**config.mk**
```make
export PLATFORM = sky130hd
export DESIGN_NAME = work_size_time_regulator_core
export DESIGN_NICKNAME = d
export VERILOG_FILES = /design/src/rtl/wsr_pkg.sv /design/src/rtl/wsr_trim.sv /design/src/rtl/work_size_time_regulator_core.sv
export SDC_FILE = /design/constraint.sdc
export NUM_CORES = 1
export LEC_CHECK = 0
export BUFFER_PORTS_ARGS = -buffer_cell sky130_fd_sc_hd__buf_2
export CAP_MARGIN = 10
export CORE_MARGIN = 4
export CORE_UTILIZATION = 57
export DETAILED_ROUTE_END_ITERATION = 8
export PLACE_DENSITY = 0.89
export SLEW_MARGIN = 20
export SYNTH_ARGS = -nofsm -noshare
export SYNTH_HDL_FRONTEND = slang
export SYNTH_SLANG_ARGS = --single-unit
```
**constraint.sdc**
```tcl
create_clock -name clock -period 6.4 [get_ports clock]
set_input_delay 0.96 -clock clock [delete_from_list [all_inputs] [get_ports clock]]
set_output_delay 0.96 -clock clock [all_outputs]
set_load 0.1 [all_outputs]
```
**src/rtl/wsr_pkg.sv**
```systemverilog
`timescale 1ns / 1ps
// Shared types and constants of the work size regulator.
// Used by the core, the trim engine and the port checker; no dependencies.
package wsr_pkg;

   localparam int unsigned TARGET_RESET = 1000000;
   localparam int unsigned WORK_RESET   = 10000;

   localparam logic [2:0] KIND_HOLD    = 3'd0;
   localparam logic [2:0] KIND_QUAD    = 3'd1;
   localparam logic [2:0] KIND_DOUBLE  = 3'd2;
   localparam logic [2:0] KIND_QUARTER = 3'd3;
   localparam logic [2:0] KIND_HALF    = 3'd4;
   localparam logic [2:0] KIND_TRIM    = 3'd5;

   localparam int QUO_WIDTH  = 34;
   localparam int RES_WIDTH  = 35;
   localparam int ROOT_WIDTH = 17;
   localparam int FRAC_BITS  = 16;
   localparam int BIT_START  = 32;
   localparam int CNT_WIDTH  = 6;
   localparam int DIV_STEPS  = 34;
   localparam int ROOT_STEPS = 17;
   localparam int MUL_STEPS  = 17;

   typedef enum logic [1:0] {
      S_IDLE,
      S_EVAL,
      S_TRIM,
      S_WRITE
   } core_state_type;

   typedef enum logic [2:0] {
      T_IDLE,
      T_DIV,
      T_SQRT,
      T_MUL,
      T_DONE
   } trim_state_type;

   typedef struct packed {
      logic done;
      logic saturated;
   } trim_stat_type;

endpackage

```
**src/rtl/wsr_trim.sv**
```systemverilog
`timescale 1ns / 1ps
// Square-root trim engine: quotient, root and product on one shared adder.
// Depends on wsr_pkg.
module wsr_trim #(
   parameter int WORK_WIDTH = 48,
   parameter int TIME_WIDTH = 32
) (
   input  logic                      clock,
   input  logic                      reset,
   input  logic                      start,
   input  logic [TIME_WIDTH-2:0]     target,
   input  logic [TIME_WIDTH-2:0]     meas,
   input  logic [WORK_WIDTH-1:0]     work,
   output logic [WORK_WIDTH-1:0]     trim_work,
   output wsr_pkg::trim_stat_type    stat
);
   import wsr_pkg::*;

   localparam int MW  = WORK_WIDTH + ROOT_WIDTH;
   localparam int UW0 = (MW > RES_WIDTH) ? MW : RES_WIDTH;
   localparam int UW  = (UW0 > TIME_WIDTH) ? UW0 : TIME_WIDTH;

   trim_state_type         state_ff, state_in;
   logic [CNT_WIDTH-1:0]   cnt_ff, cnt_in;
   logic [TIME_WIDTH-1:0]  rem_ff, rem_in;
   logic [TIME_WIDTH-2:0]  den_ff, den_in;
   logic [QUO_WIDTH-1:0]   quo_ff, quo_in;
   logic [RES_WIDTH-1:0]   res_ff, res_in;
   logic [QUO_WIDTH-1:0]   bit_ff, bit_in;
   logic [MW-1:0]          acc_ff, acc_in;

   logic [UW-1:0]          alu_a, alu_b;
   logic                   alu_sub;
   logic [UW:0]            alu_sum;
   logic                   alu_carry;

   assign alu_sum   = {1'b0, alu_a} + {1'b0, alu_b ^ {UW{alu_sub}}} + (UW+1)'(alu_sub);
   assign alu_carry = alu_sum[UW];

   always_comb begin
      state_in = state_ff;
      unique case (state_ff)
         T_IDLE: begin
            if (start) state_in = T_DIV;
         end
         T_DIV: begin
            if (cnt_ff == '0) state_in = T_SQRT;
         end
         T_SQRT: begin
            if (cnt_ff == '0) state_in = T_MUL;
         end
         T_MUL: begin
            if (cnt_ff == '0) state_in = T_DONE;
         end
         T_DONE: begin
            state_in = T_IDLE;
         end
         default: state_in = T_IDLE;
      endcase
   end

   always_comb begin
      alu_a   = '0;
      alu_b   = '0;
      alu_sub = 1'b0;
      cnt_in  = cnt_ff - CNT_WIDTH'(1);
      rem_in  = rem_ff;
      den_in  = den_ff;
      quo_in  = quo_ff;
      res_in  = res_ff;
      bit_in  = bit_ff;
      acc_in  = acc_ff;
      unique case (state_ff)
         T_IDLE: begin
            cnt_in = CNT_WIDTH'(DIV_STEPS - 1);
            if (start) begin
               rem_in = TIME_WIDTH'(target >> 2);
               quo_in = {target[1:0], 32'd0};
               den_in = meas;
               res_in = '0;
               bit_in = QUO_WIDTH'(1) << BIT_START;
               acc_in = '0;
            end
         end
         T_DIV: begin
            alu_a   = UW'({rem_ff[TIME_WIDTH-2:0], quo_ff[QUO_WIDTH-1]});
            alu_b   = UW'(den_ff);
            alu_sub = 1'b1;
            rem_in  = alu_carry ? alu_sum[TIME_WIDTH-1:0] : alu_a[TIME_WIDTH-1:0];
            quo_in  = {quo_ff[QUO_WIDTH-2:0], alu_carry};
            if (cnt_ff == '0) cnt_in = CNT_WIDTH'(ROOT_STEPS - 1);
         end
         T_SQRT: begin
            alu_a   = UW'(quo_ff);
            alu_b   = UW'(res_ff | RES_WIDTH'(bit_ff));
            alu_sub = 1'b1;
            if (alu_carry) begin
               quo_in = alu_sum[QUO_WIDTH-1:0];
               res_in = (res_ff >> 1) | RES_WIDTH'(bit_ff);
            end else begin
               res_in = res_ff >> 1;
            end
            bit_in = bit_ff >> 2;
            if (cnt_ff == '0) cnt_in = CNT_WIDTH'(MUL_STEPS - 1);
         end
         T_MUL: begin
            alu_a  = UW'({acc_ff[MW-2:0], 1'b0});
            alu_b  = res_ff[ROOT_WIDTH-1] ? UW'(work) : '0;
            acc_in = alu_sum[MW-1:0];
            res_in = res_ff << 1;
         end
         T_DONE: begin
            cnt_in = cnt_ff;
         end
         default: cnt_in = cnt_ff;
      endcase
   end

   always_ff @(posedge clock) begin
      if (reset) begin
         state_ff <= T_IDLE;
         cnt_ff   <= '0;
      end else begin
         state_ff <= state_in;
         cnt_ff   <= cnt_in;
      end
   end

   always_ff @(posedge clock) begin
      rem_ff <= rem_in;
      den_ff <= den_in;
      quo_ff <= quo_in;
      res_ff <= res_in;
      bit_ff <= bit_in;
      acc_ff <= acc_in;
   end

   assign stat.done      = (state_ff == T_DONE);
   assign stat.saturated = acc_ff[MW-1];
   assign trim_work      = acc_ff[MW-1] ? '1 : acc_ff[WORK_WIDTH+FRAC_BITS-1:FRAC_BITS];

endmodule

```
**src/rtl/work_size_time_regulator_core.sv**
```systemverilog
`timescale 1ns / 1ps
// Work size regulator top level: channels, work register and band select.
// Depends on wsr_pkg and wsr_trim.
//
// Usage:
//   req_ channel carries one measured busy time (signed ns) per beat.
//   rsp_ channel returns one beat per request: new work amount, adjust
//   kind and a saturation flag. csr_write_en writes csr_target_time.
//   req_ready is high only while no request is in work; one request is
//   handled at a time.
//   The hold, times four, double, quarter and half bands go from the
//   evaluate state straight to the write state; the square-root trim band
//   waits on the trim engine's shared adder, which produces one quotient
//   bit per cycle, then one root bit per cycle, then one multiplier bit
//   per cycle.
//   The response sits in an output register; a new request is accepted
//   while it waits, and a finished result waits until that register frees.
//   Reset sets the work amount to 10000, the target to 1000000 ns and
//   empties both channels.
module work_size_time_regulator_core #(
   parameter int WORK_WIDTH = 48,
   parameter int TIME_WIDTH = 32
) (
   input  logic                         clock,
   input  logic                         reset,
   input  logic                         req_valid,
   output logic                         req_ready,
   input  logic signed [TIME_WIDTH-1:0] req_measured_time,
   output logic                         rsp_valid,
   input  logic                         rsp_ready,
   output logic [WORK_WIDTH-1:0]        rsp_work_amount,
   output logic [2:0]                   rsp_adjust_kind,
   output logic                         rsp_saturated,
   input  logic                         csr_write_en,
   input  logic [TIME_WIDTH-2:0]        csr_target_time
);
   import wsr_pkg::*;

   localparam int CW = TIME_WIDTH + 2;

   core_state_type         state_ff, state_in;
   logic [TIME_WIDTH-2:0]  target_ff, target_in;
   logic [TIME_WIDTH-1:0]  meas_ff, meas_in;
   logic [WORK_WIDTH-1:0]  work_ff, work_in;
   logic [2:0]             kind_ff, kind_in;
   logic                   sat_ff, sat_in;
   logic                   rsp_valid_ff, rsp_valid_in;
   logic [WORK_WIDTH-1:0]  rsp_work_ff;
   logic [2:0]             rsp_kind_ff;
   logic                   rsp_sat_ff;

   logic [TIME_WIDTH-2:0]  meas_mag;
   logic [TIME_WIDTH-2:0]  target_eff;
   logic [CW-1:0]          a1, a2, a4, t1, t2, t4;
   logic                   is_neg, is_quad, is_double, is_quarter, is_half;
   logic                   accept, trim_start, rsp_load;
   logic [WORK_WIDTH-1:0]  trim_work;
   trim_stat_type          trim_stat;

   assign accept     = req_valid && req_ready;
   assign meas_mag   = meas_ff[TIME_WIDTH-2:0];
   assign target_eff = (target_ff == '0) ? (TIME_WIDTH-1)'(1) : target_ff;
   assign is_neg     = meas_ff[TIME_WIDTH-1];
   assign a1         = CW'(meas_mag);
   assign a2         = CW'({meas_mag, 1'b0});
   assign a4         = CW'({meas_mag, 2'b00});
   assign t1         = CW'(target_eff);
   assign t2         = CW'({target_eff, 1'b0});
   assign t4         = CW'({target_eff, 2'b00});
   assign is_quad    = a4 < t1;
   assign is_double  = a2 < t1;
   assign is_quarter = a1 > t4;
   assign is_half    = a1 > t2;

   wsr_trim #(
      .WORK_WIDTH(WORK_WIDTH),
      .TIME_WIDTH(TIME_WIDTH)
   ) u_trim (
      .clock     (clock),
      .reset     (reset),
      .start     (trim_start),
      .target    (target_eff),
      .meas      (meas_mag),
      .work      (work_ff),
      .trim_work (trim_work),
      .stat      (trim_stat)
   );

   always_comb begin
      state_in = state_ff;
      unique case (state_ff)
         S_IDLE: begin
            if (accept) state_in = S_EVAL;
         end
         S_EVAL: begin
            if (!is_neg && !is_quad && !is_double && !is_quarter && !is_half) begin
               state_in = S_TRIM;
            end else begin
               state_in = S_WRITE;
            end
         end
         S_TRIM: begin
            if (trim_stat.done) state_in = S_WRITE;
         end
         S_WRITE: begin
            if (!rsp_valid_ff || rsp_ready) state_in = S_IDLE;
         end
         default: state_in = S_IDLE;
      endcase
   end

   always_comb begin
      req_ready  = 1'b0;
      trim_start = 1'b0;
      rsp_load   = 1'b0;
      work_in    = work_ff;
      kind_in    = kind_ff;
      sat_in     = sat_ff;
      unique case (state_ff)
         S_IDLE: begin
            req_ready = 1'b1;
         end
         S_EVAL: begin
            sat_in = 1'b0;
            if (is_neg) begin
               kind_in = KIND_HOLD;
            end else if (is_quad) begin
               kind_in = KIND_QUAD;
               if (work_ff[WORK_WIDTH-1:WORK_WIDTH-2] != 2'b00) begin
                  work_in = '1;
                  sat_in  = 1'b1;
               end else begin
                  work_in = work_ff << 2;
               end
            end else if (is_double) begin
               kind_in = KIND_DOUBLE;
               if (work_ff[WORK_WIDTH-1]) begin
                  work_in = '1;
                  sat_in  = 1'b1;
               end else begin
                  work_in = work_ff << 1;
               end
            end else if (is_quarter) begin
               kind_in = KIND_QUARTER;
               work_in = work_ff >> 2;
            end else if (is_half) begin
               kind_in = KIND_HALF;
               work_in = work_ff >> 1;
            end else begin
               kind_in    = KIND_TRIM;
               trim_start = 1'b1;
            end
         end
         S_TRIM: begin
            if (trim_stat.done) begin
               work_in = trim_work;
               sat_in  = trim_stat.saturated;
            end
         end
         S_WRITE: begin
            rsp_load = !rsp_valid_ff || rsp_ready;
         end
         default: req_ready = 1'b0;
      endcase
   end

   assign target_in    = csr_write_en ? csr_target_time : target_ff;
   assign meas_in      = accept ? req_measured_time : meas_ff;
   assign rsp_valid_in = rsp_load ? 1'b1 : (rsp_ready ? 1'b0 : rsp_valid_ff);

   always_ff @(posedge clock) begin
      if (reset) begin
         state_ff     <= S_IDLE;
         target_ff    <= (TIME_WIDTH-1)'(TARGET_RESET);
         work_ff      <= WORK_WIDTH'(WORK_RESET);
         rsp_valid_ff <= 1'b0;
      end else begin
         state_ff     <= state_in;
         target_ff    <= target_in;
         work_ff      <= work_in;
         rsp_valid_ff <= rsp_valid_in;
      end
   end

   always_ff @(posedge clock) begin
      meas_ff <= meas_in;
      kind_ff <= kind_in;
      sat_ff  <= sat_in;
      if (rsp_load) begin
         rsp_work_ff <= work_ff;
         rsp_kind_ff <= kind_ff;
         rsp_sat_ff  <= sat_ff;
      end
   end

   assign rsp_valid       = rsp_valid_ff;
   assign rsp_work_amount = rsp_work_ff;
   assign rsp_adjust_kind = rsp_kind_ff;
   assign rsp_saturated   = rsp_sat_ff;

endmodule

```
==> run_results.csv <==
group,metric,value,unit
outcome,status,"complete, no violations",
timing,finalCritPeriodShare,83.4,%
logic_synthesis,yosysWarnings,0,
route,first_iter_violations,3571,
global_route,track_usage,32.4,%
layout,mostFrequentLayoutCell,"edfxtp_1",
worst_setup_path,cp-end-kind,"flip-flop",
worst_hold_path,whs_path_depth,0,
global_route,grt_pass1_wl,122000,microns
floorplan,die_w,217,microns
clocking,cts_setup_buffers,0,
clocking,hold_buffers,0,
worst_setup_path,reg2reg_depth,18,
timing,worst_pin_slew,0.992,ns
timing,slew_headroom,33.9,%
pwr,powerDensity,334,nW/um^2
timing,setup_ws,1.06,ns
worst_hold_path,hold_class,"reg2reg",
placed_design,place_congestion,1.05,
timing,setup_viol,0,
clocking,cts_resized,0,
layout,final_net_count,2877,
clocking,root_buffer,"clkbuf_16",
clocking,clock_path_buffers,3,
worst_setup_path,required,6.80,ns
clocking,tritoncts,"yes",
worst_setup_path,reg2reg_slack,1.06,ns
logic_synthesis,synth_edf_count,301,
floorplan,dieArea,47100,sq um
logic_synthesis,ys_types,74,
clocking,clock_sinks,392,
floorplan,rows,76,
timing,whs,0.422,ns
worst_hold_path,holdPathEnd,"rsp_adjust_kind[0]$_DFFE_PP_",
flow_run,maxCapViolations,0,
worst_setup_path,r2r_start,"u_trim.state_ff[0]$_SDFFE_PP0P_",
timing,setup_tns,0,ns
placed_design,place.port_buffers,121,
worst_setup_path,critPathKind,"reg2reg",
clocking,h-tree-depth,2,
route,dr_total_vias,22600,
global_route,grt_start_max_net_pins,96,
timing,drv_slew,0,
worst_setup_path,crit_slowest_cell,"dfxtp_1",
clocking,clkTransAtPathRegs,0.07,ns
worst_setup_path,crit_chain,"nand2_1 -> nor2_4 -> buf_4 -> and2_1 -> buf_4 -> a22o_1 -> ha_1 -> o21ai_0 -> a21oi_1 -> o21ai_0 -> or3_1 -> a211oi_2 -> o2111ai_1 -> a21o_1 -> and3_1 -> buf_4 -> or4_1 -> a21oi_1",
worst_setup_path,r2r_end,"u_trim.rem_ff[29]$_SDFFCE_PP0P_",
placed_design,dp_hpwl,56900,microns
worst_setup_path,critPathMaxStageDelay,0.68,ns
logic_synthesis,synth_area_leader_cell,"edfxtp_1",
route,first_pass_iters,6,
logic_synthesis,synth_cells,2585,
logic_synthesis,synth_top_area_share,36.3,%
global_route,antenna_found_initial,8,
route,drc,0,
placed_design,preCtsSetupSlack,1.25,ns
route,antenna_left,0,
layout,layout_common_cells,"edfxtp_1 (301), o21ai_0 (257), nor2_1 (235)",
logic_synthesis,ys_ff_latch,392,
clocking,clk_latency,0.58,ns
worst_hold_path,hp-start,"kind_ff[0]$_SDFFCE_PP0P_",
layout,layout.cells.non_filler,3242,
route,vias_per_cell,6.97,
worst_setup_path,crit_path_max_fanout,25,
logic_synthesis,ys.flop_type,"edfxtp_1",
timing,fin_worst_skew,0.0172,ns
clocking,cts_buffers,42,
pwr,p_leak,10.7,nW
logic_synthesis,yosysSeqAreaShare,43.6,%
floorplan,initial_core_util,57.7,%
logic_synthesis,avgSynthCellArea,9.64,sq um
logic_synthesis,syn-num-nets,2842,
pwr,vdd_drop_max,0.253,mV
worst_setup_path,critPathLaunchType,"flip-flop",
global_route,grt_pass1_vias,21500,
placed_design,dpl.cell_count,3161,
global_route,grt_overflow,0,
logic_synthesis,syn-cell-area,24900,sq um
timing,fmax,187,MHz
floorplan,fp.dieH,217,microns
layout,area_delta_synth_final,10.4,%
timing,hold_viol,0,
timing,rsz0062_at_grt,"false",
logic_synthesis,ys_async_sr_fraction,0,%
floorplan,io_pins,122,
route,wire_per_inst,24.5,microns
route,drt-total-wl,79400,microns
worst_setup_path,crit_top_cell,"buf_4",
timing,min_period,5.34,ns
worst_setup_path,worstPathArrival,5.73,ns
floorplan,core_area,43200,sq um
logic_synthesis,synth.area.top_cells,"edfxtp_1 (36%), ha_1 (9.4%), dfxtp_1 (7.3%), o21ai_0 (5.2%), mux2i_1 (4.1%)",
layout,drive_gt1_share,10.6,%
==> per-stage QoR <==
| step | total power, mW | cell area [sq um] | util [%] |
|---|---|---|---|
| 2_1_floorplan | 5.68 | 24900 | - |
| 3_3_place_gp | 6.48 | 26100 | 60.5 |
| 3_5_place_dp | 6.63 | 26100 | 60.5 |
| 4_1_cts | 9.07 | 27500 | 63.7 |
| 5_1_grt | 9.52 | 27500 | 63.7 |
| 6_report | 9.20 | 27500 | 63.7 |
==> worst max-delay path: cells and delay by family (launching register included) <==
family,cells,cell delay [ns]
AO/OA/AOI/OAI,8,1.56
adder cells (fa/ha/maj),1,0.28
buffers and inverters,3,0.81
flip-flops,1,0.68
AND/OR/NAND/NOR,6,1.79
==> synthesized netlist by cell type, types with 4 or more instances <==
master     number
buf_2           6
o311a_1         6
or2_2           6
o32ai_1        18
o21ai_0       258
mux2_2          6
o22ai_1        27
mux2i_1       102
nand2b_1       14
a31oi_1        75
or3_1          47
a22o_1         61
a211oi_1        5
a21oi_1       175
a22oi_1        26
nand2_1       144
xor2_1         22
a221o_1        43
nor3_1         35
a21o_1         96
and4_1          9
clkbuf_1      162
nor4_1         17
and2_1         52
inv_1          72
o31ai_1         8
nor2_1        241
nand4_1        37
nor2b_1        16
a311o_1         4
and3_1         25
ha_1          188
a211o_1         4
nand3_1        25
buf_1          12
xnor2_1        36
dfxtp_1        91
o21bai_1       16
or4_1           7
edfxtp_1      301
o211ai_1       18
o21a_1         19
a2111oi_0       6
==> how the worst max path moves through the flow <==
stage | from | to | slack (ns) | depth (start not counted)
floorplan | u_trim.state_ff[0]$_SDFFE_PP0P_ | u_trim.quo_ff[0]$_DFFE_PP_ | 0.23 | 19
global placement | u_trim.state_ff[0]$_SDFFE_PP0P_ | u_trim.rem_ff[29]$_SDFFCE_PP0P_ | 1.34 | 18
detailed placement | u_trim.state_ff[0]$_SDFFE_PP0P_ | u_trim.rem_ff[29]$_SDFFCE_PP0P_ | 1.25 | 18
CTS | u_trim.state_ff[0]$_SDFFE_PP0P_ | u_trim.rem_ff[29]$_SDFFCE_PP0P_ | 1.22 | 18
global route | u_trim.state_ff[0]$_SDFFE_PP0P_ | u_trim.rem_ff[29]$_SDFFCE_PP0P_ | 0.62 | 18
finish | u_trim.state_ff[0]$_SDFFE_PP0P_ | u_trim.rem_ff[29]$_SDFFCE_PP0P_ | 1.06 | 18
==> state kept, by name, indices dropped and copies added, names as in the netlist, 31 cells and up <==
| name | count |
|---|---|
| u_trim.quo_ff | 34 |
| rsp_work_amount | 48 |
| meas_ff | 32 |
| u_trim.res_ff | 35 |
| u_trim.acc_ff | 65 |
| work_ff | 48 |
| u_trim.den_ff | 31 |
| target_ff | 31 |
| u_trim.rem_ff | 31 |
==> cells by family (layout without fill, tap and decap cells) <==
| family | Yosys count | after routing | synth area share, % |
|---|---|---|---|
| compound gates | 899 | 899 | 23.4 |
| flops | 392 | 392 | 43.6 |
| fa+ha+maj | 189 | 189 | 9.52 |
| mux | 108 | 108 | 4.37 |
| simple gates | 685 | 685 | 13.2 |
| other cells | 0 | 3 | 0 |
| xor+xnor | 58 | 58 | 2.04 |
| buf+inv | 254 | 323 | 3.86 |
==> where the power goes <==
part	total [mW]	internal (mW)	switching (mW)
sequential	3.96	3.25	0.710
clock	2.44	1.38	1.07
combinational	2.80	0.994	1.81
==> metal layers <==
layer	share of wire (%)	GRT usage, %
met4	5.7	15.8
met2	45	51.1
met1	37	42.1
met5	0.081	0
met3	12	7.68
==> cell type report <==
type	count	area [sq um]
Sequential cell	392	10900
Multi-Input combinational cell	1939	13200
Inverter	74	278
Clock inverter	28	260
Tap cell	585	732
Clock buffer	50	1110
Timing Repair Buffer	171	1030
Antenna cell	3	7.51
Fill cell	3382	15700
No activity file was read; power rests on OpenSTA's default activity.
